[config.mk]
export PLATFORM = sky130hd
export DESIGN_NAME = clip_file_validator_core
export DESIGN_NICKNAME = d
export VERILOG_FILES = /design/src/rtl/cfv_pkg.sv /design/src/rtl/cfv_front.sv /design/src/rtl/cfv_queue.sv /design/src/rtl/cfv_back.sv /design/src/rtl/clip_file_validator_core.sv
export SDC_FILE = /design/constraint.sdc
export NUM_CORES = 1
export LEC_CHECK = 0
export ABC_AREA = 1
export ABC_CLOCK_PERIOD_IN_PS = 11900
export BUFFER_PORTS_ARGS = -buffer_cell sky130_fd_sc_hd__buf_2
export CAP_MARGIN = 20
export CORE_MARGIN = 2
export CORE_UTILIZATION = 40
export CTS_BUF_LIST = sky130_fd_sc_hd__clkbuf_8 sky130_fd_sc_hd__clkbuf_16
export CTS_CLUSTER_DIAMETER = 30
export CTS_CLUSTER_SIZE = 30
export DETAILED_ROUTE_END_ITERATION = 12
export GPL_TIMING_DRIVEN = 0
export MAX_ROUTING_LAYER = met4
export PLACE_DENSITY = 0.62
export SLEW_MARGIN = 20
export SYNTH_ARGS = -nofsm -noshare
export SYNTH_HDL_FRONTEND = slang
export SYNTH_SLANG_ARGS = --single-unit
[constraint.sdc]
create_clock -name clk -period 11.9 [get_ports clk]
set_input_delay 1.785 -clock clk [delete_from_list [all_inputs] [get_ports clk]]
set_output_delay 1.785 -clock clk [all_outputs]
set_load 0.01 [all_outputs]
[src/rtl/cfv_pkg.sv]
// ----------------------------------------------------------------------------
// cfv_pkg: shared types, constants and functions for the clip file validator
// Header layout, verdict codes, register indexes, CRC-16 byte step and the
// call sign character filter.
// ----------------------------------------------------------------------------
package cfv_pkg;

  localparam int HEADER_BYTES    = 32;
  localparam int CALL_SIGN_BYTES = 5;
  localparam int CALL_SIGN_OFF   = 20;
  localparam int QUEUE_DEPTH     = 2;
  localparam int OUT_BITS        = 152;

  // CRC-16/CCITT-FALSE
  localparam logic [15:0] CRC_POLY = 16'h1021;
  localparam logic [15:0] CRC_INIT = 16'hFFFF;

  localparam logic [7:0] CHAR_UNKNOWN = 8'h3F;  // '?'
  localparam logic [7:0] CHAR_SPACE   = 8'h20;
  localparam logic [7:0] CHAR_UPPER_A = 8'h41;
  localparam logic [7:0] CHAR_UPPER_Z = 8'h5A;
  localparam logic [7:0] CHAR_DIGIT_0 = 8'h30;
  localparam logic [7:0] CHAR_DIGIT_9 = 8'h39;

  // verdict codes
  localparam logic [3:0] V_VALID   = 4'd0;
  localparam logic [3:0] V_SHORT   = 4'd1;
  localparam logic [3:0] V_MAGIC   = 4'd2;
  localparam logic [3:0] V_VERSION = 4'd3;
  localparam logic [3:0] V_HDR_CRC = 4'd4;
  localparam logic [3:0] V_LENGTH  = 4'd5;
  localparam logic [3:0] V_CHANNEL = 4'd6;
  localparam logic [3:0] V_SIZE    = 4'd7;
  localparam logic [3:0] V_PAY_CRC = 4'd8;

  // configuration register indexes
  localparam logic [2:0] REG_MAGIC    = 3'd0;
  localparam logic [2:0] REG_VERSION  = 3'd1;
  localparam logic [2:0] REG_MAX_PAY  = 3'd2;
  localparam logic [2:0] REG_CHANNELS = 3'd3;
  localparam logic [2:0] REG_VERIFY   = 3'd4;

  typedef logic [HEADER_BYTES-1:0][7:0] header_t;

  // one finished file as handed from the front to the back
  typedef struct packed {
    logic    short_file;
    logic    hcrc_ok;
    logic    pcrc_ok;
    logic    size_ok;
    header_t hdr;
  } record_t;

  typedef struct packed {
    logic [31:0] expected_magic;
    logic [7:0]  format_version;
    logic [15:0] max_payload;
    logic [8:0]  channel_count;
    logic        verify_payload;
  } cfg_t;

  function automatic logic [15:0] crc_byte(input logic [15:0] crc, input logic [7:0] b);
    logic [15:0] c;
    c = crc ^ {b, 8'h00};
    for (int k = 0; k < 8; k++) begin
      if (c[15]) begin
        c = {c[14:0], 1'b0} ^ CRC_POLY;
      end else begin
        c = {c[14:0], 1'b0};
      end
    end
    return c;
  endfunction

  function automatic logic [7:0] sanitize(input logic [7:0] c);
    logic ok;
    ok = (c >= CHAR_UPPER_A && c <= CHAR_UPPER_Z) ||
         (c >= CHAR_DIGIT_0 && c <= CHAR_DIGIT_9) || (c == CHAR_SPACE);
    return ok ? c : CHAR_UNKNOWN;
  endfunction

endpackage

[src/rtl/cfv_front.sv]
// ----------------------------------------------------------------------------
// cfv_front: byte intake
// Counts bytes, keeps the header, runs the header and payload CRCs and on the
// final byte pushes a record with the CRC and size compares already done.
// ----------------------------------------------------------------------------
module cfv_front #(
  parameter int COUNT_BITS = 17
) (
  input  logic             clk,
  input  logic             rst,
  input  logic             accept,
  input  logic [7:0]       data_byte,
  input  logic             last_byte,
  output logic             push,
  output cfv_pkg::record_t rec
);
  import cfv_pkg::*;

  localparam int IDX_BITS = $clog2(HEADER_BYTES);
  localparam logic [COUNT_BITS-1:0] COUNT_MAX = '1;
  localparam logic [COUNT_BITS-1:0] HDR_LEN   = COUNT_BITS'(HEADER_BYTES);
  localparam logic [COUNT_BITS-1:0] HCRC_END  = COUNT_BITS'(HEADER_BYTES - 2);

  logic [COUNT_BITS-1:0] byte_count, byte_count_next;
  logic [15:0]           header_crc, header_crc_next;
  logic [15:0]           payload_crc, payload_crc_next;
  header_t               hdr, hdr_next;
  logic                  hdr_en, hcrc_en, pcrc_en;
  logic [15:0]           crc_upd;

  always_comb begin
    hdr_en  = byte_count < HDR_LEN;
    hcrc_en = byte_count < HCRC_END;
    pcrc_en = !hdr_en && (byte_count != COUNT_MAX);
    // one CRC step shared by both sums; they never run in the same byte
    crc_upd = crc_byte(hdr_en ? header_crc : payload_crc, data_byte);
    header_crc_next  = hcrc_en ? crc_upd : header_crc;
    payload_crc_next = pcrc_en ? crc_upd : payload_crc;
    byte_count_next  = (byte_count == COUNT_MAX) ? byte_count : byte_count + 1'b1;
    for (int i = 0; i < HEADER_BYTES; i++) begin
      hdr_next[i] = (hdr_en && byte_count[IDX_BITS-1:0] == IDX_BITS'(i)) ? data_byte : hdr[i];
    end
  end

  assign push           = accept && last_byte;
  assign rec.short_file = byte_count_next < HDR_LEN;
  assign rec.hdr        = hdr_next;
  assign rec.hcrc_ok    = {hdr_next[31], hdr_next[30]} == header_crc_next;
  assign rec.pcrc_ok    = {hdr_next[19], hdr_next[18]} == payload_crc_next;
  assign rec.size_ok    = byte_count_next == HDR_LEN + COUNT_BITS'({hdr_next[17], hdr_next[16]});

  always_ff @(posedge clk) begin
    if (rst) begin
      byte_count  <= '0;
      header_crc  <= CRC_INIT;
      payload_crc <= CRC_INIT;
    end else if (accept) begin
      if (last_byte) begin
        byte_count  <= '0;
        header_crc  <= CRC_INIT;
        payload_crc <= CRC_INIT;
      end else begin
        byte_count  <= byte_count_next;
        header_crc  <= header_crc_next;
        payload_crc <= payload_crc_next;
      end
    end
  end

  always_ff @(posedge clk) begin
    if (accept) begin
      hdr <= hdr_next;
    end
  end

endmodule

[src/rtl/cfv_queue.sv]
// ----------------------------------------------------------------------------
// cfv_queue: record queue
// Short FIFO of finished file records between intake and verdict logic.
// ----------------------------------------------------------------------------
module cfv_queue (
  input  logic             clk,
  input  logic             rst,
  input  logic             push,
  input  cfv_pkg::record_t rec_in,
  input  logic             pop,
  output logic             full,
  output logic             q_valid,
  output cfv_pkg::record_t rec_out
);
  import cfv_pkg::*;

  localparam int PTR_BITS = (QUEUE_DEPTH > 1) ? $clog2(QUEUE_DEPTH) : 1;
  localparam int CNT_BITS = $clog2(QUEUE_DEPTH + 1);
  localparam logic [PTR_BITS-1:0] PTR_LAST = PTR_BITS'(QUEUE_DEPTH - 1);

  record_t             mem [QUEUE_DEPTH];
  logic [PTR_BITS-1:0] wr_ptr, rd_ptr;
  logic [CNT_BITS-1:0] count;

  assign full    = count == CNT_BITS'(QUEUE_DEPTH);
  assign q_valid = count != '0;
  assign rec_out = mem[rd_ptr];

  always_ff @(posedge clk) begin
    if (rst) begin
      wr_ptr <= '0;
      rd_ptr <= '0;
      count  <= '0;
    end else begin
      if (push) begin
        wr_ptr <= (wr_ptr == PTR_LAST) ? '0 : wr_ptr + 1'b1;
      end
      if (pop) begin
        rd_ptr <= (rd_ptr == PTR_LAST) ? '0 : rd_ptr + 1'b1;
      end
      if (push && !pop) begin
        count <= count + 1'b1;
      end else if (pop && !push) begin
        count <= count - 1'b1;
      end
    end
  end

  always_ff @(posedge clk) begin
    if (push) begin
      mem[wr_ptr] <= rec_in;
    end
  end

endmodule

[src/rtl/cfv_back.sv]
// ----------------------------------------------------------------------------
// cfv_back: verdict and result register
// Runs the ordered header checks, decodes the fields, cleans the call sign
// and holds the result until the downstream side takes it.
// ----------------------------------------------------------------------------
module cfv_back (
  input  logic                         clk,
  input  logic                         rst,
  input  cfv_pkg::cfg_t                cfg,
  input  logic                         q_valid,
  input  cfv_pkg::record_t             rec,
  output logic                         pop,
  output logic                         m_tvalid,
  input  logic                         m_tready,
  output logic [cfv_pkg::OUT_BITS-1:0] m_tdata
);
  import cfv_pkg::*;

  logic [3:0]                      verdict;
  logic [15:0]                     plen;
  logic [CALL_SIGN_BYTES-1:0][7:0] san, call;
  logic [2:0]                      call_len;
  logic [OUT_BITS-1:0]             result;

  always_comb begin
    plen = {rec.hdr[17], rec.hdr[16]};
    priority if ({rec.hdr[3], rec.hdr[2], rec.hdr[1], rec.hdr[0]} != cfg.expected_magic)
      verdict = V_MAGIC;
    else if (rec.hdr[4] != cfg.format_version)
      verdict = V_VERSION;
    else if (!rec.hcrc_ok)
      verdict = V_HDR_CRC;
    else if (plen == '0 || plen > cfg.max_payload)
      verdict = V_LENGTH;
    else if (!rec.size_ok)
      verdict = V_SIZE;
    else if ({1'b0, rec.hdr[5]} >= cfg.channel_count)
      verdict = V_CHANNEL;
    else if (cfg.verify_payload && !rec.pcrc_ok)
      verdict = V_PAY_CRC;
    else
      verdict = V_VALID;

    call_len = '0;
    for (int i = 0; i < CALL_SIGN_BYTES; i++) begin
      san[i] = sanitize(rec.hdr[CALL_SIGN_OFF + i]);
      if (san[i] != CHAR_SPACE) begin
        call_len = 3'(i + 1);
      end
    end
    // slots past the trimmed length read as zero
    for (int i = 0; i < CALL_SIGN_BYTES; i++) begin
      call[i] = (3'(i) < call_len) ? san[i] : 8'h00;
    end

    if (rec.short_file) begin
      result = {{(OUT_BITS - 4){1'b0}}, V_SHORT};
    end else begin
      result = {1'b0, call_len, call, plen,
                rec.hdr[15], rec.hdr[14], rec.hdr[13], rec.hdr[12],
                rec.hdr[11], rec.hdr[10], rec.hdr[9], rec.hdr[8],
                rec.hdr[7], rec.hdr[6], rec.hdr[5], verdict};
    end
  end

  assign pop = q_valid && (!m_tvalid || m_tready);

  always_ff @(posedge clk) begin
    if (rst) begin
      m_tvalid <= 1'b0;
    end else if (pop) begin
      m_tvalid <= 1'b1;
    end else if (m_tready) begin
      m_tvalid <= 1'b0;
    end
  end

  always_ff @(posedge clk) begin
    if (pop) begin
      m_tdata <= result;
    end
  end

endmodule

[src/rtl/clip_file_validator_core.sv]
// ----------------------------------------------------------------------------
// clip_file_validator_core: framed clip file check with CRC-16/CCITT-FALSE
//
//   channel  dir  signals                              carries
//   s_*      in   tvalid tready tdata[7:0] tlast       file byte, final-byte mark
//   m_*      out  tvalid tready tdata[151:0]           one verdict per file
//   cfg_*    in   valid ready index[2:0] data[31:0]    register write
//
// One byte per cycle while s_tready is high; the intake CRC step is a single
// unrolled 8-bit update. After the final byte's transaction the record enters
// the queue; m_tvalid is set when it is popped into the free result register.
// Synchronous reset clears byte count, queue and result valid, presets CRCs.
// A two-record queue sits between intake and verdict; s_tready drops only
// when it is full, and the result register holds while m_tready is low.
// ----------------------------------------------------------------------------
module clip_file_validator_core #(
  parameter int COUNT_BITS = 17
) (
  input  logic                         clk,
  input  logic                         rst,
  input  logic                         s_tvalid,
  output logic                         s_tready,
  input  logic [7:0]                   s_tdata,   // [7:0] data_byte
  input  logic                         s_tlast,   // last_byte
  output logic                         m_tvalid,
  input  logic                         m_tready,
  // [3:0] verdict, [11:4] channel, [27:12] length_10ms, [59:28] receive_time,
  // [91:60] sequence_res, [107:92] payload_length, [147:108] call_sign,
  // [150:148] call_sign_length, [151] zero
  output logic [cfv_pkg::OUT_BITS-1:0] m_tdata,
  input  logic                         cfg_valid,
  output logic                         cfg_ready,
  input  logic [2:0]                   cfg_index,
  input  logic [31:0]                  cfg_data
);
  import cfv_pkg::*;

  cfg_t    cfg;
  logic    accept, push, full, q_valid, pop;
  record_t rec_in, rec_out;

  assign cfg_ready = 1'b1;
  assign s_tready  = !full;
  assign accept    = s_tvalid && s_tready;

  always_ff @(posedge clk) begin
    if (rst) begin
      cfg.expected_magic <= 32'h0;
      cfg.format_version <= 8'd1;
      cfg.max_payload    <= 16'd1536;
      cfg.channel_count  <= 9'd8;
      cfg.verify_payload <= 1'b1;
    end else if (cfg_valid && cfg_ready) begin
      unique case (cfg_index)
        REG_MAGIC:    cfg.expected_magic <= cfg_data;
        REG_VERSION:  cfg.format_version <= cfg_data[7:0];
        REG_MAX_PAY:  cfg.max_payload    <= cfg_data[15:0];
        REG_CHANNELS: cfg.channel_count  <= cfg_data[8:0];
        REG_VERIFY:   cfg.verify_payload <= cfg_data[0];
        default: ;
      endcase
    end
  end

  cfv_front #(.COUNT_BITS(COUNT_BITS)) u_front (
    .clk       (clk),
    .rst       (rst),
    .accept    (accept),
    .data_byte (s_tdata),
    .last_byte (s_tlast),
    .push      (push),
    .rec       (rec_in)
  );

  cfv_queue u_queue (
    .clk     (clk),
    .rst     (rst),
    .push    (push),
    .rec_in  (rec_in),
    .pop     (pop),
    .full    (full),
    .q_valid (q_valid),
    .rec_out (rec_out)
  );

  cfv_back u_back (
    .clk      (clk),
    .rst      (rst),
    .cfg      (cfg),
    .q_valid  (q_valid),
    .rec      (rec_out),
    .pop      (pop),
    .m_tvalid (m_tvalid),
    .m_tready (m_tready),
    .m_tdata  (m_tdata)
  );

  // short file carries nothing but its verdict
  assert property (@(posedge clk) disable iff (rst)
    m_tvalid && m_tdata[3:0] == V_SHORT |-> m_tdata[OUT_BITS-1:4] == '0)
    else $error("short verdict with nonzero fields");

  // a passing file always names a channel below the count
  assert property (@(posedge clk) disable iff (rst)
    m_tvalid && m_tdata[3:0] == V_VALID |-> {1'b0, m_tdata[11:4]} < cfg.channel_count)
    else $error("valid verdict with channel out of range");

  // trimmed call sign never longer than its field
  assert property (@(posedge clk) disable iff (rst)
    m_tvalid |-> m_tdata[150:148] <= 3'(CALL_SIGN_BYTES))
    else $error("call sign length out of range");

  // a final byte lands in the queue and leaves it on the next free output slot
  assert property (@(posedge clk) disable iff (rst)
    accept && s_tlast && !m_tvalid && !q_valid |=> q_valid && pop)
    else $error("record not forwarded to idle output");

endmodule
== After elaboration in Yosys (flattened, before gate mapping) ==
Memories as Yosys holds them, arrays and structs flattened. A register that Yosys moved wholly into a read port is not among the register bits.
Cells that the tools add are included.
W data, S select, Z words.
Storage, ports and cells
  register bits: 528
  bits in writable memories: 520
  output and inout bits: 155
  word-level logic and storage cells: 318
  memories: 1
Cells by class
  add/sub/neg operators: 6
  order comparisons: 30
  equality and inequality tests: 53
  multiplexer cells: 74
  bitwise logic cells: 16
  reduce and logical (&&, ||, !) cells: 85
Memory list
  u_queue.mem: words 2, width 260, read ports 1, clocked after memory_dff 1, wr ports 1, RTL line cfv_queue.sv:21  | record_t mem [QUEUE_DEPTH];
Operators by type and width (count)
  $mux W8: 37
  $mux W13: 8
  $eq A5 B5 Y1 const B: 16
  $mux W16: 5
  $logic_and A1 B1 Y1: 49
  $eq A5 B4 Y1 const B: 8
  $eq A8 B6 Y1 const B: 5
  $ge A8 B6 Y1 const B: 5
  $ge A8 B7 Y1 const B: 5
  $le A8 B6 Y1 const B: 5
  $le A8 B7 Y1 const B: 5
  $ne A8 B6 Y1 const B: 5
  $lt A17 B6 Y1 const B: 2
  $mux W17: 2
  $eq A16 B16 Y1: 2
  $ne A32 B32 Y1: 1
  $mux W4: 7
  $not A3 Y3: 8
  $eq A5 B3 Y1 const B: 4
  $add A17 B1 Y17 const B: 1
  $add A6 B16 Y17 const A: 1
  $eq A17 B17 Y1: 1
  $eq A17 B17 Y1 const B: 1
  $lt A17 B5 Y1 const B: 1
  31 further kinds: 80

== Longest topological paths before layout ==
  depth after elaboration: 21
  mapped depth: 21
  gate-level depth less buffers: 21

== Cells and area by module ==
A second synthesis with hierarchy kept.
Unflattened totals
  cells, all modules: 3882
  area total of the unflattened synthesis: 45783.9 um^2
By module, submodules not included
  cfv_queue: times used 1, cells each 842, area an instance 19809.0 um^2
  cfv_front: times used 1, cells each 1833, area an instance 15447.3 um^2
  cfv_back: times used 1, cells each 802, area an instance 7732.4 um^2
  clip_file_validator_core: times used 1, cells each 405, area an instance 2795.2 um^2

== Worst setup path before layout ==
Ideal clock, no wire load.
  path kind: in2reg
  start point: input port s_tvalid
  end point: memory u_queue.mem[0][0] (netlist name) (enable)
  library setup time: 739 ps
  data arrival time: 9968 ps
  path slack: 1192 ps
  stages: 4
  path through: nand2_1 inv_1 nand2_1 nor2_1
On the way
  cells in the longest elaborated chain, start to end: 4
Ends and longest elaborated chain
  start: declaration: RTL line clip_file_validator_core.sv:21  | input logic s_tvalid,
  $logic_and A1 B1 Y1: RTL line clip_file_validator_core.sv:44  | assign accept = s_tvalid && s_tready;
  $logic_and A1 B1 Y1: RTL line cfv_front.sv:45  | assign push = accept && last_byte;
  $mux W1: RTL line cfv_queue.sv:50  | if (push) begin
  $mux W1 (implied by the code): RTL line cfv_queue.sv:51  | mem[wr_ptr] <= rec_in;
  end: declaration: RTL line cfv_queue.sv:21
No other way between the ends.

==> metrics.txt <==
result of the run=finished, final reports clean; adder-cell share of the synthesized area=1.08%; top fanout value on the critical path=10; fin nets=4072; cell-by-cell trace of the critical path=buf_6, buf_2, buf_2, buf_2, buf_2, buf_2, o21ai_0, inv_1, ha_1, nand2_1, o211ai_1, nand3_1, nand2_1, nand3_1, nand2_1, a21oi_1, o21ai_0, nand4_1, a21oi_1; slowest stage cell, crit path=sky130_fd_sc_hd__buf_2; overall power of the completed layout=0.0114 W; TritonCTS clock tree=built; post-CTS resize count=0; worst vdd rail ir drop=0.150 mV; Pre-Repair DR Iteration Count=5; overall fraction of global-route tracks in use=22.1%; DRT iter0 DRCs=2446; postcts setup bufs=0; leakage=19.7 nW; Antenna Nets Post-Route=0; post-synthesis xor/xnor area fraction=1.48%; via total after detailed routing=27000; maximum buffer depth of the clock tree=3; min cycle time layout=4.48 ns; worst reg-to-reg setup slack=7.42 ns; area fraction in compound gates after synthesis=7.53%; die footprint=95600 sq um; smallest setup slack after layout=7.42 ns; largest net degree at the start of global routing=49; number of remaining DRC errors=0; Max-Slew Margin vs Limit=23.6%; number of distinct library cell variants in the gate-level netlist after synthesis=50; die span in y=309 um; layout cells sized above 1=16.6%; Routed wire per std cell=19.0 um; global route total overflow=0; Core Footprint=91900 sq um; cts bufs inserted=180; Min-Delay Path Depth=2; io pins=204; source of the worst hold timing path=cfg[12]; mux share of post-synthesis cell area=0.296%; startpoint kind of the worst setup timing path=flop; worst clock skew=0.0346 ns; buffer cell driving the clock tree root=sky130_fd_sc_hd__clkbuf_16; average instance area after synthesis=10.4 sq um; most common library cell in the layout ignoring fill and taps=sky130_fd_sc_hd__nand2_1; total count of max-transition violations in the final report=0; Pwr Density=243 nW/um^2; library cell appearing most often on the critical path=sky130_fd_sc_hd__buf_2; warnings from Yosys=0; detailed placement HPWL=70300 um; Yosys reg bits=864; number of synthesized flops with an enable pin=743; via count of the first global-routing pass=25800; cells after synthesis=3572; via/cell ratio=5.00; netlist area before placement=37200 sq um; Placement Rows=111; most frequent cells in the layout=sky130_fd_sc_hd__nand2_1 (1054), sky130_fd_sc_hd__edfxtp_1 (743), sky130_fd_sc_hd__inv_1 (324); starting density of the core=40.5%; longest individual stage delay on the worst path=0.49 ns; period utilization=37.7%; proportion of synthesized chip area in sequential cells=66.4%; Hold Violations, Final=0; routability congestion estimate=0.927; end point of the worst hold path=cfg[12]; area growth from synthesis to layout=26.3%; Crit. End Element=flop; slew at the pin with the worst max-slew slack=1.15 ns; detailed-route wire length=103000 um; Final setup violation count=0; dominant combinational cell family by area after synthesis=simple AND/OR/NAND/NOR gates; Max-Cap Viols=0; crit path DAT=5.01 ns; clock slew at reported path FFs=0.05 ns; type of the most critical hold path=reg2reg; RSZ-0062 raised after global routing=false; simple-gate share of the synthesized area=18.2%; clock latency on the worst-skew pair=0.76 ns; Setup TNS Final=0 ns; Peak Freq=223 MHz; Post-synth ARST share=0%; number of hold buffers added after CTS=0; Most used DFF post-synth=sky130_fd_sc_hd__edfxtp_1; Place WS=7.27 ns; initial antenna violation count=4; first-pass GRT wire length=154000 um; Sink Count=864; number of cells on the worst reg-to-reg path=19; count of buffers inserted at the top-level ports=201; WS Path Type=reg2reg; Crit Reg-Reg Endpoint=u_back.m_tdata[1]; data required time at the worst endpoint=12.42 ns; number of H-tree levels=4; DIE WIDTH=309 um
==> synthesized netlist by cell type (3+ instances only) <==
cell type,instances,share of area [%]
sky130_fd_sc_hd__a211oi_1,4,0.081
sky130_fd_sc_hd__a21oi_1,114,1.5
sky130_fd_sc_hd__buf_1,13,0.13
sky130_fd_sc_hd__buf_2,30,0.40
sky130_fd_sc_hd__buf_4,6,0.12
sky130_fd_sc_hd__buf_6,8,0.24
sky130_fd_sc_hd__clkbuf_1,90,0.91
sky130_fd_sc_hd__dfxtp_1,121,6.5
sky130_fd_sc_hd__edfxtp_1,743,60
sky130_fd_sc_hd__ha_1,32,1.1
sky130_fd_sc_hd__inv_1,300,3.0
sky130_fd_sc_hd__inv_2,13,0.13
sky130_fd_sc_hd__mux2i_1,11,0.30
sky130_fd_sc_hd__nand2_1,1054,11
sky130_fd_sc_hd__nand2_2,15,0.25
sky130_fd_sc_hd__nand3_1,181,2.4
sky130_fd_sc_hd__nand3_2,3,0.081
sky130_fd_sc_hd__nand3b_1,12,0.24
sky130_fd_sc_hd__nand4_1,28,0.47
sky130_fd_sc_hd__nor2_1,195,2.0
sky130_fd_sc_hd__nor2_2,10,0.17
sky130_fd_sc_hd__nor2_4,4,0.12
sky130_fd_sc_hd__nor3_1,16,0.22
sky130_fd_sc_hd__nor4_1,18,0.30
sky130_fd_sc_hd__o211ai_1,17,0.34
sky130_fd_sc_hd__o21a_1,7,0.14
sky130_fd_sc_hd__o21ai_0,310,4.2
sky130_fd_sc_hd__o21ai_1,57,0.77
sky130_fd_sc_hd__o21ai_2,11,0.26
sky130_fd_sc_hd__o221ai_1,3,0.071
sky130_fd_sc_hd__o31ai_1,3,0.060
sky130_fd_sc_hd__or2_0,3,0.050
sky130_fd_sc_hd__or2_1,11,0.18
sky130_fd_sc_hd__or2_2,46,0.77
sky130_fd_sc_hd__xnor2_1,4,0.094
sky130_fd_sc_hd__xor2_1,59,1.4
==> worst max path at each step <==
stage	to	start	cells past startpoint	slack (ns)
final	u_back.m_tdata[1]	flop	19	7.42
after floorplan	u_queue.mem[0][0]	s_tvalid	4	1.19
after global routing	u_back.m_tdata[1]	flop	19	7.00
after global placement	u_queue.mem[1][91]	s_tvalid	5	-4.67
after detailed placement	u_front.hdr[69]	s_tvalid	8	7.27
after CTS	u_back.m_tdata[1]	flop	19	7.40
==> layer usage <==
metal / vias up / wire length (um) / global-route usage [%]
li1: 13000 / - / -
met1: 12800 / 43900 / 28.2
met2: 905 / 48200 / 34.6
met3: 220 / 6590 / 4.07
met4: 0 / 3990 / 9.70
met5: - / 0 / -
==> flip-flops by register name, indices dropped and copies added (netlist names), 2 cells and up, named ones only <==
register,cells
cfg,66
u_back.m_tdata,151
u_front.byte_count,17
u_front.hdr,216
u_front.header_crc,16
u_front.payload_crc,16
u_queue.count,2
u_queue.mem,376
==> power by group <==
part	internal, W	switching, W
logic	0.000682	0.00148
registers	0.00397	0.000142
clock network	0.00346	0.00171
==> stage by stage <==
step	cell area, sq um	cells	util [%]	hold WS, ns
floorplan	37300	3577	-	0.426
global placement	39800	5021	43.3	0.439
detailed placement	40600	5052	44.2	0.455
CTS	47000	5390	51.2	0.461
global route	47000	5390	51.2	0.482
finish	47100	5393	51.2	0.460
==> layout make-up <==
type,instances,area (sq um)
inverter,315,1180
clock inverter,153,1830
timing repair buffer,232,1790
tap,1243,1560
fill,8198,44900
antenna,3,7.51
sequential,864,24700
buffer,147,676
clock buffer,185,4570
multi-input combinational,2251,10700
==> critical path: cells and delay by family, from the launching register on <==
kind	cells	cell delay [ns]
AOI/OAI and AO/OA	5	1.13
and+or+nand+nor	6	0.50
DFF	1	0.32
adders and majority gates	1	0.15
buffers and inverters	7	2.13
==> cell families (layout without fill, tap and decap cells) <==
kind of cell	count (synthesis)	in the layout
fa+ha+maj	32	32
mux	11	11
xor+xnor	63	63
compound gates	531	531
simple gates	1607	1607
flops	864	864
buf+inv	462	1032
other cells	2	10
Note: power is estimated with default switching activity, not from simulation.
